$ cat config.mk
export PLATFORM = sky130hd
export DESIGN_NAME = tea_round
export DESIGN_NICKNAME = d
export VERILOG_FILES = /design/src/rtl/tea_pkg.sv /design/src/rtl/tea_round.sv
export SDC_FILE = /design/constraint.sdc
export NUM_CORES = 1
export LEC_CHECK = 0
export BUFFER_PORTS_ARGS = -buffer_cell sky130_fd_sc_hd__buf_2
export CORE_MARGIN = 2
export CORE_UTILIZATION = 50
export DETAILED_ROUTE_END_ITERATION = 10
export PLACE_DENSITY = 0.84
export SKIP_CTS_REPAIR_TIMING = 1
export SYNTH_ARGS = -nofsm -noshare
export SYNTH_HDL_FRONTEND = slang
export SYNTH_SLANG_ARGS = --single-unit
$ cat constraint.sdc
create_clock -name clk -period 10 [get_ports clk]
set_input_delay 0 -clock clk [delete_from_list [all_inputs] [get_ports clk]]
set_output_delay 0 -clock clk [all_outputs]
set_load 0.005 [all_outputs]
$ cat src/rtl/tea_pkg.sv
package tea_pkg;

  // Round constant of the key schedule.
  localparam logic [31:0] DELTA = 32'h9E37_79B9;

  // Width of one block half.
  localparam int unsigned HALF_W = 32;

  // Operation codes carried with each block.
  localparam logic OP_ENC = 1'b0;
  localparam logic OP_DEC = 1'b1;

  // Register map of the configuration port, by word index.
  typedef enum logic [1:0] {
    REG_KEY0 = 2'd0,
    REG_KEY1 = 2'd1,
    REG_KEY2 = 2'd2,
    REG_KEY3 = 2'd3
  } tea_reg_t;

  // A block in flight through the round pipeline.
  typedef struct packed {
    logic              op;
    logic [HALF_W-1:0] left;
    logic [HALF_W-1:0] right;
  } tea_blk_t;

  // A finished result block.
  typedef struct packed {
    logic [HALF_W-1:0] left;
    logic [HALF_W-1:0] right;
  } tea_res_t;

  // The four key words as one bundle.
  typedef struct packed {
    logic [HALF_W-1:0] k0;
    logic [HALF_W-1:0] k1;
    logic [HALF_W-1:0] k2;
    logic [HALF_W-1:0] k3;
  } tea_key_t;

endpackage

$ cat src/rtl/tea_round.sv
module tea_round import tea_pkg::*; #(
  parameter logic [31:0] SUM_ENC = 32'h9E37_79B9,
  parameter logic [31:0] SUM_DEC = 32'h9E37_79B9,
  parameter bit          ODD     = 1'b0
) (
  input  logic     clk,
  input  logic     rst,
  input  logic     en,
  input  logic     in_valid,
  input  tea_blk_t in_blk,
  input  tea_key_t key,
  output logic     out_valid,
  output tea_blk_t out_blk
);

  logic              upd_left;
  logic [HALF_W-1:0] x;
  logic [HALF_W-1:0] ka;
  logic [HALF_W-1:0] kb;
  logic [HALF_W-1:0] sum;
  logic [HALF_W-1:0] f;
  logic [HALF_W-1:0] target;
  logic [HALF_W-1:0] updated;
  tea_blk_t          blk_next;

  // One half-round. Enciphering updates the left half on even stages;
  // deciphering runs the same steps backward, so the roles swap.
  always_comb begin
    upd_left = (in_blk.op == OP_ENC) ^ ODD;
    sum      = (in_blk.op == OP_DEC) ? SUM_DEC : SUM_ENC;
    x        = upd_left ? in_blk.right : in_blk.left;
    ka       = upd_left ? key.k0 : key.k2;
    kb       = upd_left ? key.k1 : key.k3;
    f        = ((x << 4) + ka) ^ (x + sum) ^ ((x >> 5) + kb);
    target   = upd_left ? in_blk.left : in_blk.right;
    updated  = (in_blk.op == OP_DEC) ? (target - f) : (target + f);
    blk_next = in_blk;
    if (upd_left) begin
      blk_next.left = updated;
    end else begin
      blk_next.right = updated;
    end
  end

  // Stage register; the whole pipeline holds while en is low.
  always_ff @(posedge clk) begin
    if (rst) begin
      out_valid <= 1'b0;
    end else if (en) begin
      out_valid <= in_valid;
    end
  end

  always_ff @(posedge clk) begin
    if (en) begin
      out_blk <= blk_next;
    end
  end

endmodule

### After elaboration in Yosys (flattened, before gate mapping)

Index checks and enable logic that the tools add are counted.
Widths: inputs -> output; s select.

| storage, ports and cells | value |
|---|---|
| word-level logic and storage cells | 18 |
| output and inout bits | 66 |
| register bits | 66 |
| bits of input ports | 197 |

| operators by class | value |
|---|---|
| add/sub/neg operators | 5 |
| bitwise operators | 2 |
| mux-type cells | 7 |

Operators by type and width:

| kind | count |
|---|---|
| $mux 32 | 7 |
| $add 32x32->32 | 2 |
| $xor 32x32->32 | 2 |
| $add 27x32->32 | 1 |
| $add 32x32->32 const B | 1 |
| $sub 32x32->32 | 1 |

### Longest topological paths before layout

| logic depth | value |
|---|---|
| depth after elaboration | 7 |
| depth in mapped cells | 32 |
| mapped depth without buffers | 26 |

### Worst setup path after synthesis

Ideal clock, no wire load.

| path | value |
|---|---|
| kind | input-to-reg |
| from | input in_blk[64] in the netlist's numbering |
| to | register out_blk[63] in the netlist's numbering (data pin) |
| arrival | 6.791 ns |
| stages on the path | 32 |
| buffers on the path | 7 |
| setup time | 0.169 ns |
| path slack | 3.040 ns |
| data required time | 9.831 ns |
| cells stage by stage | buf_6 -> buf_4 -> buf_2 -> buf_2 -> clkbuf_1 -> clkbuf_1 -> clkbuf_1 -> mux2_2 -> ha_1 -> fa_1 -> a21oi_1 -> o21bai_1 -> xnor3_1 -> xnor2_1 -> xnor2_1 -> nand4_2 -> or4_4 -> nor3b_1 -> a21oi_1 -> xnor2_1 -> ha_1 -> a21o_1 -> a21o_1 -> a21oi_1 -> o21ai_0 -> o31ai_1 -> nor3_1 -> nor2_1 -> a21oi_1 -> xnor2_1 -> and3b_1 -> o31ai_1 |

RTL lines:

| element | line | source |
|---|---|---|
| start: declaration | tea_round.sv:10 | `input tea_blk_t in_blk,` |
| end signal: assignment | tea_round.sv:56 | `out_blk <= blk_next;` |
| end: declaration | tea_round.sv:13 | `output tea_blk_t out_blk` |

==> impl_metrics.tcl <==
set metrics [dict create \
    synth_cell_types 80 \
    async_flop_share_pct 0 \
    cp.arrival_ns 7.47 \
    rsz0062_at_grt "no" \
    grt_pass1_wl_um 47500 \
    power_density_nw_per_um2 243 \
    status "complete, but fails checks" \
    die_w_um 147 \
    period_minus_slack_ns 7.32 \
    slew_headroom_pct 42.0 \
    clockBufferDepth 2 \
    synth_area_leader_cell "edfxtp_1" \
    vdd_drop_max_uv 110 \
    fill_cells 1815 \
    die_h_um 147 \
    drc_errors 0 \
    synth_warnings 0 \
    syn-instance-count 1181 \
    critPathRequiredTime_ns 10.15 \
    worstHoldPathCells 3 \
    dp_hpwl_um 25100 \
    clockRootBuffer "clkbuf_16" \
    yosysTopAreaCellShare_pct 19.1 \
    timing_worst_slew_pin_value_ns 0.870 \
    violations "negative hold slack" \
    routed_via_density 5.83 \
    p_leak_uw 0.00535 \
    layout.nets 1709 \
    grt_max_degree 101 \
    fmax_ghz 0.137 \
    max-cap-violations 0 \
    setup_viol 0 \
    synth_seq_cells 66 \
    vias 9926 \
    cp_max_fo 100 \
    initial_core_util_pct 50.8 \
    die_area_um2 21600 \
    synth.avg_cell_area_um2 8.67 \
    core_um2 20200 \
    layout-drive-gt1-share_pct 27.6 \
    finClkSkew_ns 0 \
    rr_worst_depth 2 \
    dp_cells 1679 \
    htreeDepth 3 \
    io_buffer_count 262 \
    ys.flop_type "edfxtp_1" \
    rows 52 \
    wl_um 30400 \
    dr.pass1.iters 5 \
    clkTransAtPathRegs_ns 0.06 \
    ys_top_cells_by_area "edfxtp_1 (19%), ha_1 (11%), mux2_2 (10%)" \
    cts_buffers 9 \
    seq_area_frac_synth_pct 19.3 \
    dr.first_iter.drc_count 995 \
    cp-end-kind "flip-flop" \
    clk_latency_ns 0.32 \
    areaGrowthSynthToFinish_pct 17.8 \
    min-delay-path-class "in -> reg" \
    postRouteAntennaNets 0 \
    antenna_found_initial 7 \
    slew_viol_final 0 \
    cts_tree "built" \
    final_hold_viol_count 1 \
    path_class "in -> reg" \
    grt_overflow_total 0 \
    hold_ws_ns -0.00615 \
    place.gp.congestion 0.978 \
    synth_area_um2 10200 \
    io_pins 263 \
    finalSetupTns_ns 0 \
    grt_pass1_vias 9155 \
    wl_per_cell_um 17.8 \
    cts.sinks 66 \
    synth_nets 1468 \
    fin_cells 1703 \
    startpoint_type "input port" \
    grt_usage_pct 27.2 \
    synth-edff-count 65 \
    min_period_over_period_pct 73.2 \
]
-- routing by layer --
layer	vias to the layer above	track usage (%)	wire length, um	share of wire (%)
li1	4862	-	-	-
met1	4528	40.3	13700	45
met2	489	41.6	13300	44
met3	47	3.85	2680	8.8
met4	0	7.60	648	2.1
met5	-	0	0	0
-- report_power, final --
part	switching [uW]	leakage (uW)	total, uW	internal [uW]
Sequential	24.0	0.000643	508	484
Clock	103	0.000137	293	190
Combinational	1200	0.00457	2120	928
-- cell usage in the layout, fill, tap and decap left out, drive strengths merged, types with 24 or more instances in the layout --
cell    count
edfxtp     65
buf       266
nor3       24
a21o       28
xor2       59
nor2       65
xnor2     121
inv        30
ha         87
o21ai      95
mux2       94
a21oi      95
nand2     109
-- cells in the mapped netlist (all sizes together) (4+ instances only) --
cell / n
mux2: 94
o21a: 11
o211ai: 10
mux2i: 15
a221oi: 5
nand3: 17
nor4b: 4
ha: 87
xnor2: 121
a21oi: 95
buf: 14
nor3b: 7
o21bai: 12
nor3: 24
inv: 30
o31ai: 10
nand4: 14
o22ai: 6
edfxtp: 65
a21o: 28
or2: 5
xor2: 59
o21ai: 95
nand2b: 19
or3: 7
a211oi: 10
nor2: 65
a41oi: 6
and2: 10
clkbuf: 24
a31oi: 20
and3: 8
nor2b: 14
nand2: 109
xnor3: 15
-- worst paths after layout --
kind | startpoint | end | slack [ns]
hold reg to reg | out_valid | out_valid | 0.50
setup / recovery | in_blk[64] | out_blk[63] | 2.68
setup reg to reg | out_valid | out_valid | 9.41
hold / removal | in_blk[38] | out_blk[38] | -0.006
-- worst max-delay path, cell delays in order --
cell and delay, ns:
buf_6 0.56, buf_4 0.83, nand2b_1 0.22, and2_1 0.29
inv_1 0.14, ha_1 0.43, nand2_1 0.07, o21ai_0 0.32
a21oi_1 0.14, xnor3_1 0.47, nand4_2 0.14, nor4b_1 0.55
and2_1 0.30, a21oi_1 0.11, xnor2_1 0.18, ha_1 0.40
nand4_1 0.12, o311ai_0 0.72, nor3_1 0.14, nor3_1 0.29
nor2_1 0.09, a21oi_1 0.21, xnor2_1 0.19, and3b_1 0.21
o31ai_1 0.23
-- cell type report --
class                      count  area, um2  share of cell area (%)
sequential                    66       1970                    16.4
inverter                      31        116                   0.965
multi-input combinational   1046       7970                    66.1
antenna                        7       17.5                   0.145
clock inverter                 4       43.8                   0.363
timing repair buffer         268       1370                    11.3
clock buffer                  11        233                    1.93
tap                          270        338                    2.80
-- per-stage QoR --
step           setup slack (ns)  instance area [um2]  utilization, %  hold WS, ns  power (uW)
4_1_cts                    2.93                12000            59.6       -0.178        2890
6_report                   2.68                12100            59.8     -0.00615        2920
3_3_place_gp               2.82                11700            58.2        0.157        2540
2_1_floorplan              3.04                10200               -       0.0724        2060
3_5_place_dp               2.65                11700            58.2        0.158        2580
5_1_grt                    2.22                12100            59.8      0.00798        3150
-- sequential cells by signal (all words and copies together), names as in the netlist --
register   cells
out_blk       65
out_valid      1
-- cell families after synthesis --
kind of cell	Yosys count	share of synthesized area [%]
muxes	109	11.9
DFF	66	19.3
buffers and inverters	69	2.90
AOI/OAI and AO/OA	330	19.9
and+or+nand+nor	321	15.7
adders and majority gates	90	11.2
xor gates and xnor gates	196	19.1
Power figures use the tool's default switching activity.
