**config.mk**
```make
export PLATFORM = sky130hd
export DESIGN_NAME = tea_out_buf
export DESIGN_NICKNAME = d
export VERILOG_FILES = /design/src/rtl/tea_pkg.sv /design/src/rtl/tea_out_buf.sv
export SDC_FILE = /design/constraint.sdc
export NUM_CORES = 1
export LEC_CHECK = 0
export BUFFER_PORTS_ARGS = -buffer_cell sky130_fd_sc_hd__buf_2
export CELL_PAD_IN_SITES_DETAIL_PLACEMENT = 0
export CELL_PAD_IN_SITES_GLOBAL_PLACEMENT = 1
export CORE_ASPECT_RATIO = 1.2
export CORE_UTILIZATION = 43
export CTS_CLUSTER_DIAMETER = 40
export DETAILED_ROUTE_END_ITERATION = 16
export PLACE_DENSITY_LB_ADDON = 0.2
export SLEW_MARGIN = 0
export SYNTH_ARGS = -nofsm -noshare
export SYNTH_HDL_FRONTEND = slang
export SYNTH_SLANG_ARGS = --single-unit
```
**constraint.sdc**
```tcl
create_clock -name clk -period 8.8 [get_ports clk]
set_input_delay 2.2 -clock clk [delete_from_list [all_inputs] [get_ports clk]]
set_output_delay 2.2 -clock clk [all_outputs]
set_load 0.01 [all_outputs]
```
**src/rtl/tea_pkg.sv**
```systemverilog
package tea_pkg;

  // Round constant of the key schedule.
  localparam logic [31:0] DELTA = 32'h9E37_79B9;

  // Width of one block half.
  localparam int unsigned HALF_W = 32;

  // Operation codes carried with each block.
  localparam logic OP_ENC = 1'b0;
  localparam logic OP_DEC = 1'b1;

  // Register map of the configuration port, by word index.
  typedef enum logic [1:0] {
    REG_KEY0 = 2'd0,
    REG_KEY1 = 2'd1,
    REG_KEY2 = 2'd2,
    REG_KEY3 = 2'd3
  } tea_reg_t;

  // A block in flight through the round pipeline.
  typedef struct packed {
    logic              op;
    logic [HALF_W-1:0] left;
    logic [HALF_W-1:0] right;
  } tea_blk_t;

  // A finished result block.
  typedef struct packed {
    logic [HALF_W-1:0] left;
    logic [HALF_W-1:0] right;
  } tea_res_t;

  // The four key words as one bundle.
  typedef struct packed {
    logic [HALF_W-1:0] k0;
    logic [HALF_W-1:0] k1;
    logic [HALF_W-1:0] k2;
    logic [HALF_W-1:0] k3;
  } tea_key_t;

endpackage

```
**src/rtl/tea_out_buf.sv**
```systemverilog
module tea_out_buf import tea_pkg::*; (
  input  logic     clk,
  input  logic     rst,
  input  logic     push,
  input  tea_res_t push_data,
  input  logic     ready,
  output logic     valid,
  output tea_res_t data,
  output logic     full
);

  logic [1:0] count;
  logic       pop;
  tea_res_t   head;
  tea_res_t   tail;

  assign valid = (count != 2'd0);
  assign full  = (count == 2'd2);
  assign pop   = valid && ready;
  assign data  = head;

  // Occupancy of the two-entry buffer.
  always_ff @(posedge clk) begin
    if (rst) begin
      count <= 2'd0;
    end else if (push && !pop) begin
      count <= count + 2'd1;
    end else if (pop && !push) begin
      count <= count - 2'd1;
    end
  end

  // Head is the entry on the port; tail holds a second result during a stall.
  always_ff @(posedge clk) begin
    if (push && !pop) begin
      if (count == 2'd0) begin
        head <= push_data;
      end else begin
        tail <= push_data;
      end
    end else if (pop && !push) begin
      head <= tail;
    end else if (pop && push) begin
      if (count == 2'd1) begin
        head <= push_data;
      end else begin
        head <= tail;
        tail <= push_data;
      end
    end
  end

endmodule

```
# After elaboration in Yosys (flattened, before gate mapping)
# Index checks and enable logic that the tools add are counted.
[classes]
eq_ne = 6
mux = 12
reduce_logical = 13
magnitude_cmp = 0
multipliers = 0
bitwise_logic = 0
n_div = 0
shifts = 0
addsub = 2
[op_table]
columns = ["cell", "count"]
rows = [
  ["64-bit 2-to-1 mux", 10],
  ["2-bit != test, second input constant", 3],
  ["2-bit nonzero test", 3],
  ["1-bit logical AND", 4],
  ["2-bit 2-to-1 mux", 2],
  ["4-bit AND reduction", 1],
  ["3-bit nonzero test", 1],
  ["2-bit by 1-bit adder with 2-bit output, second input constant", 1],
  ["2-bit by 1-bit equality test with 1-bit output, second input constant", 1],
  ["2-bit equality test, second input constant", 1],
  ["1-bit zero test", 2],
  ["2-bit zero test", 1],
  ["2-bit by 1-bit != test with 1-bit output, second input constant", 1],
  ["2-bit AND reduction", 1],
  ["2-bit by 1-bit subtractor with 2-bit output, second input constant", 1],
]
[word_totals]
n_memories = 0
rom_bits = 0
regBits = 130
ramBits = 0
input_bits = 68
elab_cells = 38
latchBits = 0
out_inout_bits = 66

# Longest topological paths before layout
# Gate-level depths: netlist of run 1.
[depth]
ltp_word = 6
depth_mapped = 7
depth_no_buf = 5

# Worst setup path after synthesis of run 1
# No wires, ideal clock.
[synth_path]
path_type = "input-to-reg"
from = "input push"
to = "register tail[0] (netlist name) (enable)"
t_required_ps = 8219
arrival_time_ps = 7395
n_path_buf = 3
setup_slack_ps = 823
setup_time_ps = 581
cell_stages = 5
cell_sequence = "buf_6 -> inv_2 -> buf_2 -> clkbuf_1 -> a211oi_1"
[synth_via]
elab_chain_cells = 4
word_cells_on_any_way = 9
classes_between = "eq/ne: 3; reduce/logical: 6"
[synth_rtl]
columns = ["item", "line", "source"]
rows = [
  ["start, declared", "tea_out_buf.sv:4", "input logic push,"],
  ["1-bit zero test", "tea_out_buf.sv:41", "end else if (pop && !push) begin"],
  ["1-bit logical AND", "tea_out_buf.sv:41", ""],
  ["2-bit != test (no line)", "--", ""],
  ["4-bit AND reduction (no line) *", "--", ""],
  ["end signal, assigned", "tea_out_buf.sv:39", "tail <= push_data;"],
  ["end signal, assigned", "tea_out_buf.sv:48", "tail <= push_data;"],
  ["end, declared", "tea_out_buf.sv:15", "tea_res_t tail;"],
]
# Every way passes the cells marked *; elsewhere a longest branch is shown, timed or not.
# A chain may end at the register's enable or synchronous reset.

# Final worst setup path of run 1
[layout_path]
from = "input push"
to = "register tail[63] (netlist name) (enable)"
# Same word-level chain as after synthesis.

==> results of run 1 <==
-- metal layers --
layer	routed length (microns)	vias up
li1	-	2094
met1	6150	2078
met2	6820	135
met3	790	6
met4	66	0
met5	0	-
-- layout make-up --
type / instances / area (sq um) / area share [%]
sequential: 130 / 3880 / 53.1
multi-input combinational: 340 / 1880 / 25.8
timing repair buffer: 140 / 718 / 9.83
clock buffer: 18 / 429 / 5.87
tap: 168 / 210 / 2.88
clock inverter: 14 / 169 / 2.31
inverter: 4 / 15.0 / 0.205
-- state kept, by name (all words and copies together) (netlist names) --
name   count
data      64
count      2
tail      64
-- cells in the final DEF, fill, tap and decap left out --
master,netlist,final
a2111oi_1,1,1
a211oi_4,0,1
a21oi_1,1,1
a21oi_4,0,1
a311oi_1,1,1
and2b_2,0,1
buf_2,10,133
buf_4,5,7
bufinv_16,0,4
clkbuf_1,19,1
clkbuf_16,0,17
clkinv_1,0,5
clkinv_2,0,3
clkinvlp_4,0,2
dfxtp_1,2,2
edfxtp_1,128,128
ha_1,4,3
ha_2,0,1
inv_1,3,3
inv_2,1,1
mux2_2,1,1
nand2_1,130,129
nand2_4,0,1
nand2b_1,1,1
nor2_1,2,2
nor2b_1,64,64
nor3_1,1,1
nor3b_4,0,1
nor4b_1,1,1
o211ai_1,64,64
o21ai_0,64,64
or3b_2,0,1
-- through the flow --
step | utilization, % | instances | setup slack (ps) | total power, uW | hold slack, ps
2_1_floorplan | - | 516 | 823 | 1140 | 542
5_1_grt | 54.5 | 814 | 4130 | 2090 | 598
3_3_place_gp | 50.0 | 782 | 3930 | 1280 | 546
6_report | 54.5 | 814 | 4340 | 1990 | 572
3_5_place_dp | 50.0 | 782 | 3870 | 1290 | 561
4_1_cts | 54.5 | 814 | 4300 | 2010 | 574
-- tightest hold or removal path, cell delays in order, from the launching register on --
cell      delay [ps]
edfxtp_1         330
nand2_1           50
o211ai_1          80
-- final timing paths --
kind | from | end | slack (ps) | depth (start not counted)
setup / recovery | push | tail[63] | 4340 | 4
hold / removal | tail[15] | data[15] | 570 | 2
setup reg to reg | count[0] | tail[63] | 5610 | 6
hold reg to reg | tail[15] | data[15] | 570 | 2
-- cell families (layout without fill, tap and decap cells) --
logic type                 after synthesis  in the layout  synth area share [%]
and+or+nand+nor                        202            202                  15.8
AOI/OAI and AO/OA                      133            133                  14.0
DFF                                    130            130                  64.8
buffers and inverters                   46            176                  4.40
adders and majority gates                4              4                 0.835
muxes                                    1              1                 0.188
-- where the power goes --
group          internal (uW)  total (uW)  switching (uW)
registers                835         866            31.1
clock network            467         719             252
logic                    142         406             264
==> metrics, run 1 <==
status=finished clean; Hold Crit Class=flop to flop; met1 Use GR=around a quarter; Die Y=between 100 and 150 microns; Worst Path Buf+Inv=3; Synth cell types=26; DPL Wire Length=a little under 8000 microns; chip width=between 100 and 150 microns; vias in the first global route=about 4400; Area Growth Syn to Fin=21.9%; measured slew at the worst slew-check pin=between 1000 and 1500 ps; Post-CTS Setup Inserts=0; DR iter-0 viols=about 300; Layout fillers=between 1000 and 1500; Core Box Area=about 0.013 sq mm; Worst-path clk slew=50 ps; Hold Buf Count CTS=0; NumNets Final=705; critical path's slowest cell=a211oi_4; clk root buf=clkbuf_16; Main synth FF type=edfxtp_1; Initial Utilization=between 40 and 50%; Max Cap Viol=0; H-tree level count=4; final hold violation count=0; first-pass GRT wire length=22100 microns; IO Port Bufs=roughly 130; # resized after CTS=0; I/O pin cnt=~130; # DRC=0; share of cells above drive strength 1=27.1%; Worst Path Arrival=around 4500 ps; Crit. End Element=flop; max incr delay on CP=940 ps; drt pass-1 iters=4; async set or reset register ratio after synthesis=0%; Total GRT Usage=between 20% and 30%; Remaining Overflow, GRT=0; Critical Path RT=8830 ps; Post-Syn Area=0.00599 sq mm; RSZ-0062 raised after global routing=false; EDFF count, synth=128; Rows=46; die area=approximately 0.014 sq mm; Detail Route Antenna Nets=0; yosys warns=0; initial antenna violation count=0; top post-synthesis cells by count=130 x nand2_1, 128 x edfxtp_1, 64 x nor2b_1, 64 x o211ai_1, 64 x o21ai_0; syn nets=slightly below 600; Sink Count=130; busiest grt layer=met2; Slew Limit Headroom=between 20% and 30%; crit start category=primary input; LEAKAGE=approximately 0.0028 uW; vias per cell=roughly 5.3; PwrDens=roughly 270 mW/mm^2; fin crit period=about 4500 ps; most numerous cell in the Yosys netlist=nand2_1; Num CTS Buffers=17; CTS Buffer Depth=2; crit path cell chain=buf_2 -> inv_2 -> a211oi_4 -> buf_4; largest fanout on the critical path=66; Synth Instances=approximately 520; Setup Skew=about 11 ps; biggest area consumer among synthesized cells=edfxtp_1; met3 Use GR=approximately 5.8%; synth top area cells=edfxtp_1 64%, nand2_1 8.1%, o211ai_1 8.0%; setup violators final=0; VDD IR max=approximately 0.17 mV; largest net degree at the start of global routing=67; RD Place Congestion=~0.75; Placed Area=0.00671 sq mm; Setup TNS Final=0 ps; sequential fraction of the synthesis area=64.8%; CTS tree=built; Worst-Skew Late Latency=410 ps; Avg WL per Cell=roughly 17 microns; flops & latches, synth=between 100 and 150; fmax=between 200 and 250 MHz; Top delay family on crit path=buffers and inverters; # diodes=0; Syn Area/Cell=approximately 12 sq um; GR Util met2=around a third; DRT Wirelength=13800 microns; post-route cell area=about 0.0073 sq mm; Crit Path Category=primary input to flop; Slew Limit Fails=0; Period Utilization, post-route=just over 50%; top cell type's share of synthesized area=between 60% and 70%; DR vias=4313
Note: power is estimated with default switching activity, not from simulation.
==> run 2, diff against run 1 <==
--- a/config.mk
+++ b/config.mk
@@ -9,7 +9,7 @@
 export CELL_PAD_IN_SITES_DETAIL_PLACEMENT = 0
 export CELL_PAD_IN_SITES_GLOBAL_PLACEMENT = 1
 export CORE_ASPECT_RATIO = 1.2
-export CORE_UTILIZATION = 43
+export CORE_UTILIZATION = 38
 export CTS_CLUSTER_DIAMETER = 40
 export DETAILED_ROUTE_END_ITERATION = 16
 export PLACE_DENSITY_LB_ADDON = 0.2
==> constraint.sdc (replaced) <==
create_clock -name clk -period 3.98 [get_ports clk]
set_input_delay 0.995 -clock clk [delete_from_list [all_inputs] [get_ports clk]]
set_output_delay 0.995 -clock clk [all_outputs]
set_load 0.01 [all_outputs]
==> run 2 against run 1 <==
Effect of this change: wire length rose by 8.3%; clock skew decreased by 1.3 ps; cell area barely moved; critical path type is now flop to flop; largest cell class unchanged.
==> metrics, run 2 (synthesis results as in run 1) <==
chip width=117 microns (was 110 microns); met2 routed WL=6900 microns (was 6820 microns); VDD IR max=0.376 mV (was 0.170 mV); Remaining Overflow, GRT=0 (unchanged); Num CTS Buffers=17 (unchanged); PwrDens=585 mW/mm^2 (was 272 mW/mm^2); most common cell after layout, fill and taps aside=buf_2 (unchanged); first-pass GRT wire length=23500 microns (was 22100 microns); IO Port Bufs=133 (unchanged); Detail Route Antenna Nets=0 (unchanged); Area Growth Syn to Fin=22.0% (was 21.9%); I/O pin cnt=134 (unchanged); most frequent cells in the layout=133 x buf_2, 129 x nand2_1, 128 x edfxtp_1 (unchanged); DR vias=4477 (was 4313); # diodes=0 (unchanged); critical path's slowest cell=or3b_2 (was a211oi_4); Critical Path RT=4110 ps (was 8830 ps); # DRC=0 (unchanged); max incr delay on CP=850 ps (was 940 ps); LEAKAGE=0.00275 uW (was 0.00276 uW); measured slew at the worst slew-check pin=944 ps (was 1070 ps); setup slack after layout=1500 ps (was 4340 ps); vias per cell=5.25 (was 5.30); Layout fillers=1420 (was 1188); RSZ-0062 raised after global routing=false (unchanged); largest fanout on the critical path=35 (was 66); Hold Crit Class=flop to flop (unchanged); die area=0.0163 sq mm (was 0.0144 sq mm); reg2reg setup slack=1500 ps (was 5610 ps); setup violators final=0 (unchanged); Place WS=1100 ps (was 3870 ps); Sink Count=130 (unchanged); RD Place Congestion=0.727 (was 0.750); fmax=between 400 and 500 MHz; Crit. End Element=flop (unchanged); Slew Limit Fails=0 (unchanged); Metal-1 WL=6730 microns (was 6150 microns); NumNets Final=708 (was 705); Core Box Area=0.0152 sq mm (was 0.0134 sq mm); Slew Limit Headroom=37.0% (was 28.6%); register area=0.00388 sq mm (unchanged); CTS Buffer Depth=2 (unchanged); crit start category=flop (was primary input); Multi-input gate area=0.00188 sq mm (unchanged); Post-CTS Setup Inserts=0 (unchanged); Worst-path clk slew=60 ps (was 50 ps); Total GRT Usage=19.3% (was 20.1%); DR iter-0 viols=298 (was 302); Avg WL per Cell=17.5 microns (was 17.0 microns); Hold Buf Count CTS=0 (unchanged); Die Y=140 microns (was 131 microns); fin crit period=about 2500 ps; Setup TNS Final=0 ps (unchanged); Top Metal Used=met5 (was met4); Setup Skew=9.84 ps (was 11.1 ps); Rows=49 (was 46); crit path cell chain=inv_1 -> ha_1 -> or3b_2 -> buf_4 -> nand2_1 -> o211ai_1 (was buf_2 -> inv_2 -> a211oi_4 -> buf_4); clk root buf=clkbuf_16 (unchanged); routed wl met3=1030 microns (was 790 microns); final core utilization=48.1% (was 54.5%); DRT Wirelength=15000 microns (was 13800 microns); Hold WS=566 ps (was 572 ps); H-tree level count=4 (unchanged); final hold violation count=0 (unchanged); Worst Path Arrival=2610 ps (was 4500 ps); Initial Utilization=39.4% (was 44.7%); largest net degree at the start of global routing=65 (was 67); Max Cap Viol=0 (unchanged); share of cells above drive strength 1=26.7% (was 27.1%); status=finished clean (unchanged); Worst-Skew Late Latency=420 ps (was 410 ps); drt pass-1 iters=5 (was 4); initial antenna violation count=1 (was 0); CTS tree=built (unchanged); Period Utilization, post-route=62.2%; vias in the first global route=4439 (was 4351); DPL Wire Length=8610 microns (was 7840 microns); # resized after CTS=0 (unchanged); Crit Path Category=flop to flop (was primary input to flop)
[run 2: final timing paths]
| check | from | to | cells past startpoint |
|---|---|---|---|
| worst max-delay path | count[0] | data[2] | 6 |
| worst min-delay path | tail[32] | data[32] | 2 |
| worst max register to register | count[0] | data[2] | 6 |
| worst min register to register | tail[32] | data[32] | 2 |
[run 2: cell type report]
| type | instances | area share [%] |
|---|---|---|
| clock inverters | 9 | 1.21 |
| repair buffers | 143 | 10.1 |
| flip-flops and latches | 130 | 53.1 |
| multi-input cells | 340 | 25.8 |
| clock buffers | 23 | 6.12 |
| well taps | 204 | 3.49 |
| inverters | 4 | 0.205 |
[run 2: through the flow]
stage / power (uW) / instance area [sq um] / instances
after global routing: 4500 / 7320 / 853
after CTS: 4330 / 7320 / 853
after floorplan: 2520 / 6010 / 516
after global placement: 2860 / 6780 / 821
final: 4280 / 7320 / 853
after detailed placement: 2880 / 6780 / 821
[run 2: per-layer routing]
metal | up-vias | global-route usage, %
met3 | 23 | 5.18
met1 | 2174 | 25.7
li1 | 2103 | -
met4 | 2 | 7.93
met2 | 175 | 29.6
met5 | - | 0
[run 2: worst max-delay path, delay by kind of cell, from the launching register on]
kind	cells	cell delay (ps)
AND/OR/NAND/NOR	2	940
adder cells (fa/ha/maj)	1	320
flip-flops	1	360
buffers and inverters	2	460
AO/OA/AOI/OAI	1	80
[run 2: where the power goes]
| group | internal [uW] | leakage [uW] | switching, uW |
|---|---|---|---|
| clock network | 906 | 0.000261 | 534 |
| registers | 1850 | 0.00123 | 74.4 |
| logic | 320 | 0.00125 | 599 |
| total | 3070 | 0.00275 | 1210 |
==> run 3, diff against run 2 <==
--- a/config.mk
+++ b/config.mk
@@ -5,6 +5,7 @@
 export SDC_FILE = /design/constraint.sdc
 export NUM_CORES = 1
 export LEC_CHECK = 0
+export ABC_AREA = 1
 export BUFFER_PORTS_ARGS = -buffer_cell sky130_fd_sc_hd__buf_2
 export CELL_PAD_IN_SITES_DETAIL_PLACEMENT = 0
 export CELL_PAD_IN_SITES_GLOBAL_PLACEMENT = 1
==> constraint.sdc (replaced) <==
create_clock -name clk -period 2 [get_ports clk]
set_input_delay 0.5 -clock clk [delete_from_list [all_inputs] [get_ports clk]]
set_output_delay 0.5 -clock clk [all_outputs]
set_load 0.01 [all_outputs]
==> run 3 against run 2 <==
Effect of this change: utilization rose by 1.7 points; setup slack got worse by 1200 ps; count of clock-buffer cells in the layout down 6; first-iteration DRC count is 57% lower; global-route usage decreased by 3.0 points; clock power is 130% higher; power up 91%; combinational power rose by 38%; area after synthesis decreased by 13%; critical endpoint is now valid; largest cell class unchanged; largest power group unchanged.
==> metrics, run 3 <==
routed wl met3=875 microns (was 1030 microns); Post-Syn Area=0.00523 sq mm (was 0.00599 sq mm); CTS Buffer Depth=2 (unchanged); Slew Limit Fails=0 (unchanged); Hold Crit Class=primary input to flop (was flop to flop); Synth Instances=375 (was 516); RD Place Congestion=0.756 (was 0.727); Rows=46 (was 49); Avg WL per Cell=15.7 microns (was 17.5 microns); async set or reset register ratio after synthesis=0% (unchanged); register area=0.00389 sq mm (was 0.00388 sq mm); DR iter-0 viols=129 (was 298); DR vias=3315 (was 4477); Metal-1 WL=4400 microns (was 6730 microns); Crit Path Category=flop to output pin (was flop to flop); Slew Limit Headroom=70.2% (was 37.0%); Num CTS Buffers=17 (unchanged); setup slack after layout=259 ps (was 1500 ps); r2r startpoint=count[0] (unchanged); largest fanout on the critical path=5 (was 35); status=finished clean (unchanged); Area Growth Syn to Fin=26.6% (was 22.0%); Worst Path Arrival=1240 ps (was 2610 ps); syn nets=447 (was 588); first-pass GRT wire length=16900 microns (was 23500 microns); initial antenna violation count=1 (unchanged); share of cells above drive strength 1=38.3% (was 26.7%); most frequent cells in the layout=133 x nand2_1, 133 x buf_2, 128 x edfxtp_1 (was 133 x buf_2, 129 x nand2_1, 128 x edfxtp_1); worst setup path endpoint=valid (was data[2]); placed insts=665 (was 821); Syn Area/Cell=13.9 sq um (was 11.6 sq um); synth top area cells=edfxtp_1 74%, nand2_1 9.5%, nand3_1 5.1% (was edfxtp_1 64%, nand2_1 8.1%, o211ai_1 8.0%); Detail Route Antenna Nets=0 (unchanged); Worst-path clk slew=60 ps (about the same); Remaining Overflow, GRT=0 (unchanged); Multi-input gate area=0.00109 sq mm (was 0.00188 sq mm); biggest area consumer among synthesized cells=edfxtp_1 (unchanged); clk root buf=clkbuf_16 (unchanged); DRT Wirelength=10900 microns (was 15000 microns); most numerous cell in the Yosys netlist=nand2_1 (unchanged); yosys warns=0 (unchanged); NumNets Final=588 (was 708); top post-synthesis cells by count=133 x nand2_1, 128 x edfxtp_1, 53 x nand3_1 (was 130 x nand2_1, 128 x edfxtp_1, 64 x nor2b_1, 64 x o211ai_1, 64 x o21ai_0); Core Box Area=0.0133 sq mm (was 0.0152 sq mm); H-tree level count=4 (unchanged); largest net degree at the start of global routing=65 (unchanged); PwrDens=1230 mW/mm^2 (was 585 mW/mm^2); CTS tree=built (unchanged); Layout fillers=1183 (was 1420); Max Cap Viol=0 (unchanged); Die Y=131 microns (was 140 microns); measured slew at the worst slew-check pin=448 ps (was 944 ps); flops & latches, synth=130 (unchanged); crit start category=flop (unchanged); VDD IR max=0.578 mV (was 0.376 mV); setup violators final=0 (unchanged); Main synth FF type=edfxtp_1 (unchanged); Place WS=288 ps (was 1100 ps); fmax=roughly 570 MHz; top cell type's share of synthesized area=73.5% (was 64.1%); I/O pin cnt=134 (unchanged); LEAKAGE=0.00283 uW (was 0.00275 uW); crit path from=count[0] (unchanged); Critical Path RT=1500 ps (was 4110 ps); met2 routed WL=5460 microns (was 6900 microns); Worst-Skew Late Latency=410 ps (was 420 ps); fin crit period=~1700 ps; Top Metal Used=met5 (unchanged); Hold Buf Count CTS=0 (unchanged); # diodes=0 (unchanged); Synth cell types=18 (was 26); crit path cell chain=inv_4 -> ha_1 -> inv_2 -> buf_2 (was inv_1 -> ha_1 -> or3b_2 -> buf_4 -> nand2_1 -> o211ai_1); post-route insts no fill=696 (was 853); final hold violation count=0 (unchanged); chip width=109 microns (was 117 microns); critical path's slowest cell=dfxtp_2 (was or3b_2); die area=0.0142 sq mm (was 0.0163 sq mm); Total GRT Usage=16.2% (was 19.3%); IO Port Bufs=133 (unchanged); Sink Count=130 (unchanged); # DRC=0 (unchanged); DPL Wire Length=6450 microns (was 8610 microns); Post-CTS Setup Inserts=0 (unchanged); Setup Skew=7.60 ps (was 9.84 ps); Reg2Reg Depth=8 (was 6); reg2reg end=data[2] (unchanged); sequential fraction of the synthesis area=74.3% (was 64.8%); # resized after CTS=0 (unchanged); Setup TNS Final=0 ps (unchanged); vias in the first global route=3236 (was 4439); EDFF count, synth=128 (unchanged); Period Utilization, post-route=87.1%; vias per cell=4.76 (was 5.25); max incr delay on CP=350 ps (was 850 ps); reg2reg setup slack=340 ps (was 1500 ps); Initial Utilization=39.3% (was 39.4%); RSZ-0062 raised after global routing=false (unchanged); Crit. End Element=output pin (was flop); drt pass-1 iters=4 (was 5)
-- run 3: cell count changes after synthesis, moves of 8 or more --
cell,delta
nor2b_1,-64
o211ai_1,-64
clkbuf_1,-19
nand3_2,+16
o21ai_0,-63
buf_2,-8
nand3_1,+53
-- run 3: cells by family (layout without fill, tap and decap cells) --
| logic type | after synthesis | in the layout | synth area share, % |
|---|---|---|---|
| buffers and inverters | 29 | 182 | 5.60 |
| and+or+nand+nor | 211 | 211 | 19.1 |
| AOI/OAI and AO/OA | 1 | 1 | 0.0956 |
| DFF | 130 | 130 | 74.3 |
| adders and majority gates | 4 | 4 | 0.957 |
-- run 3: metal layers --
layer / GRT usage, % / up-vias
met3: 6.30 / 17
met5: 0 / -
li1: - / 1601
met4: 6.76 / 2
met2: 26.7 / 117
met1: 18.9 / 1578
-- run 3: report_power, final --
part | switching (uW) | internal (uW) | total, uW
clock network | 1100 | 2170 | 3280
registers | 103 | 3520 | 3620
logic | 834 | 440 | 1270
total | 2040 | 6130 | 8170
-- run 3: through the flow --
| step | hold slack [ps] | total power, uW | util (%) | area (sq um) |
|---|---|---|---|---|
| detailed placement | 533 | 4980 | 45.1 | 6000 |
| global placement | 525 | 4960 | 45.1 | 6000 |
| global route | 264 | 8550 | 49.8 | 6620 |
| finish | 278 | 8170 | 49.8 | 6620 |
| floorplan | 521 | 4520 | - | 5280 |
| CTS | 262 | 8270 | 49.8 | 6620 |
-- run 3: worst max-delay path, delay by kind of cell (launching register included) --
family                   cells  cell delay [ps]
flip-flops                   1              350
buffers and inverters        3              290
adder cells (fa/ha/maj)      1              200
-- run 3: cell type report --
class	instances	share of cell area (%)
multi-input cells	216	16.4
flip-flops and latches	130	58.7
inverters	9	0.680
well taps	168	3.18
clock buffers	17	6.43
clock inverters	14	2.93
repair buffers	142	11.6
-- run 3: worst min-delay path by stage --
| stage | start | end | slack, ps | cells past startpoint |
|---|---|---|---|---|
| finish | push_data[23] | tail[23] | 280 | 1 |
| global route | push_data[55] | tail[55] | 260 | 1 |
| CTS | push_data[23] | tail[23] | 260 | 1 |
| detailed placement | tail[1] | data[1] | 530 | 2 |
| global placement | tail[44] | data[44] | 530 | 2 |
| floorplan | tail[0] | data[0] | 520 | 2 |
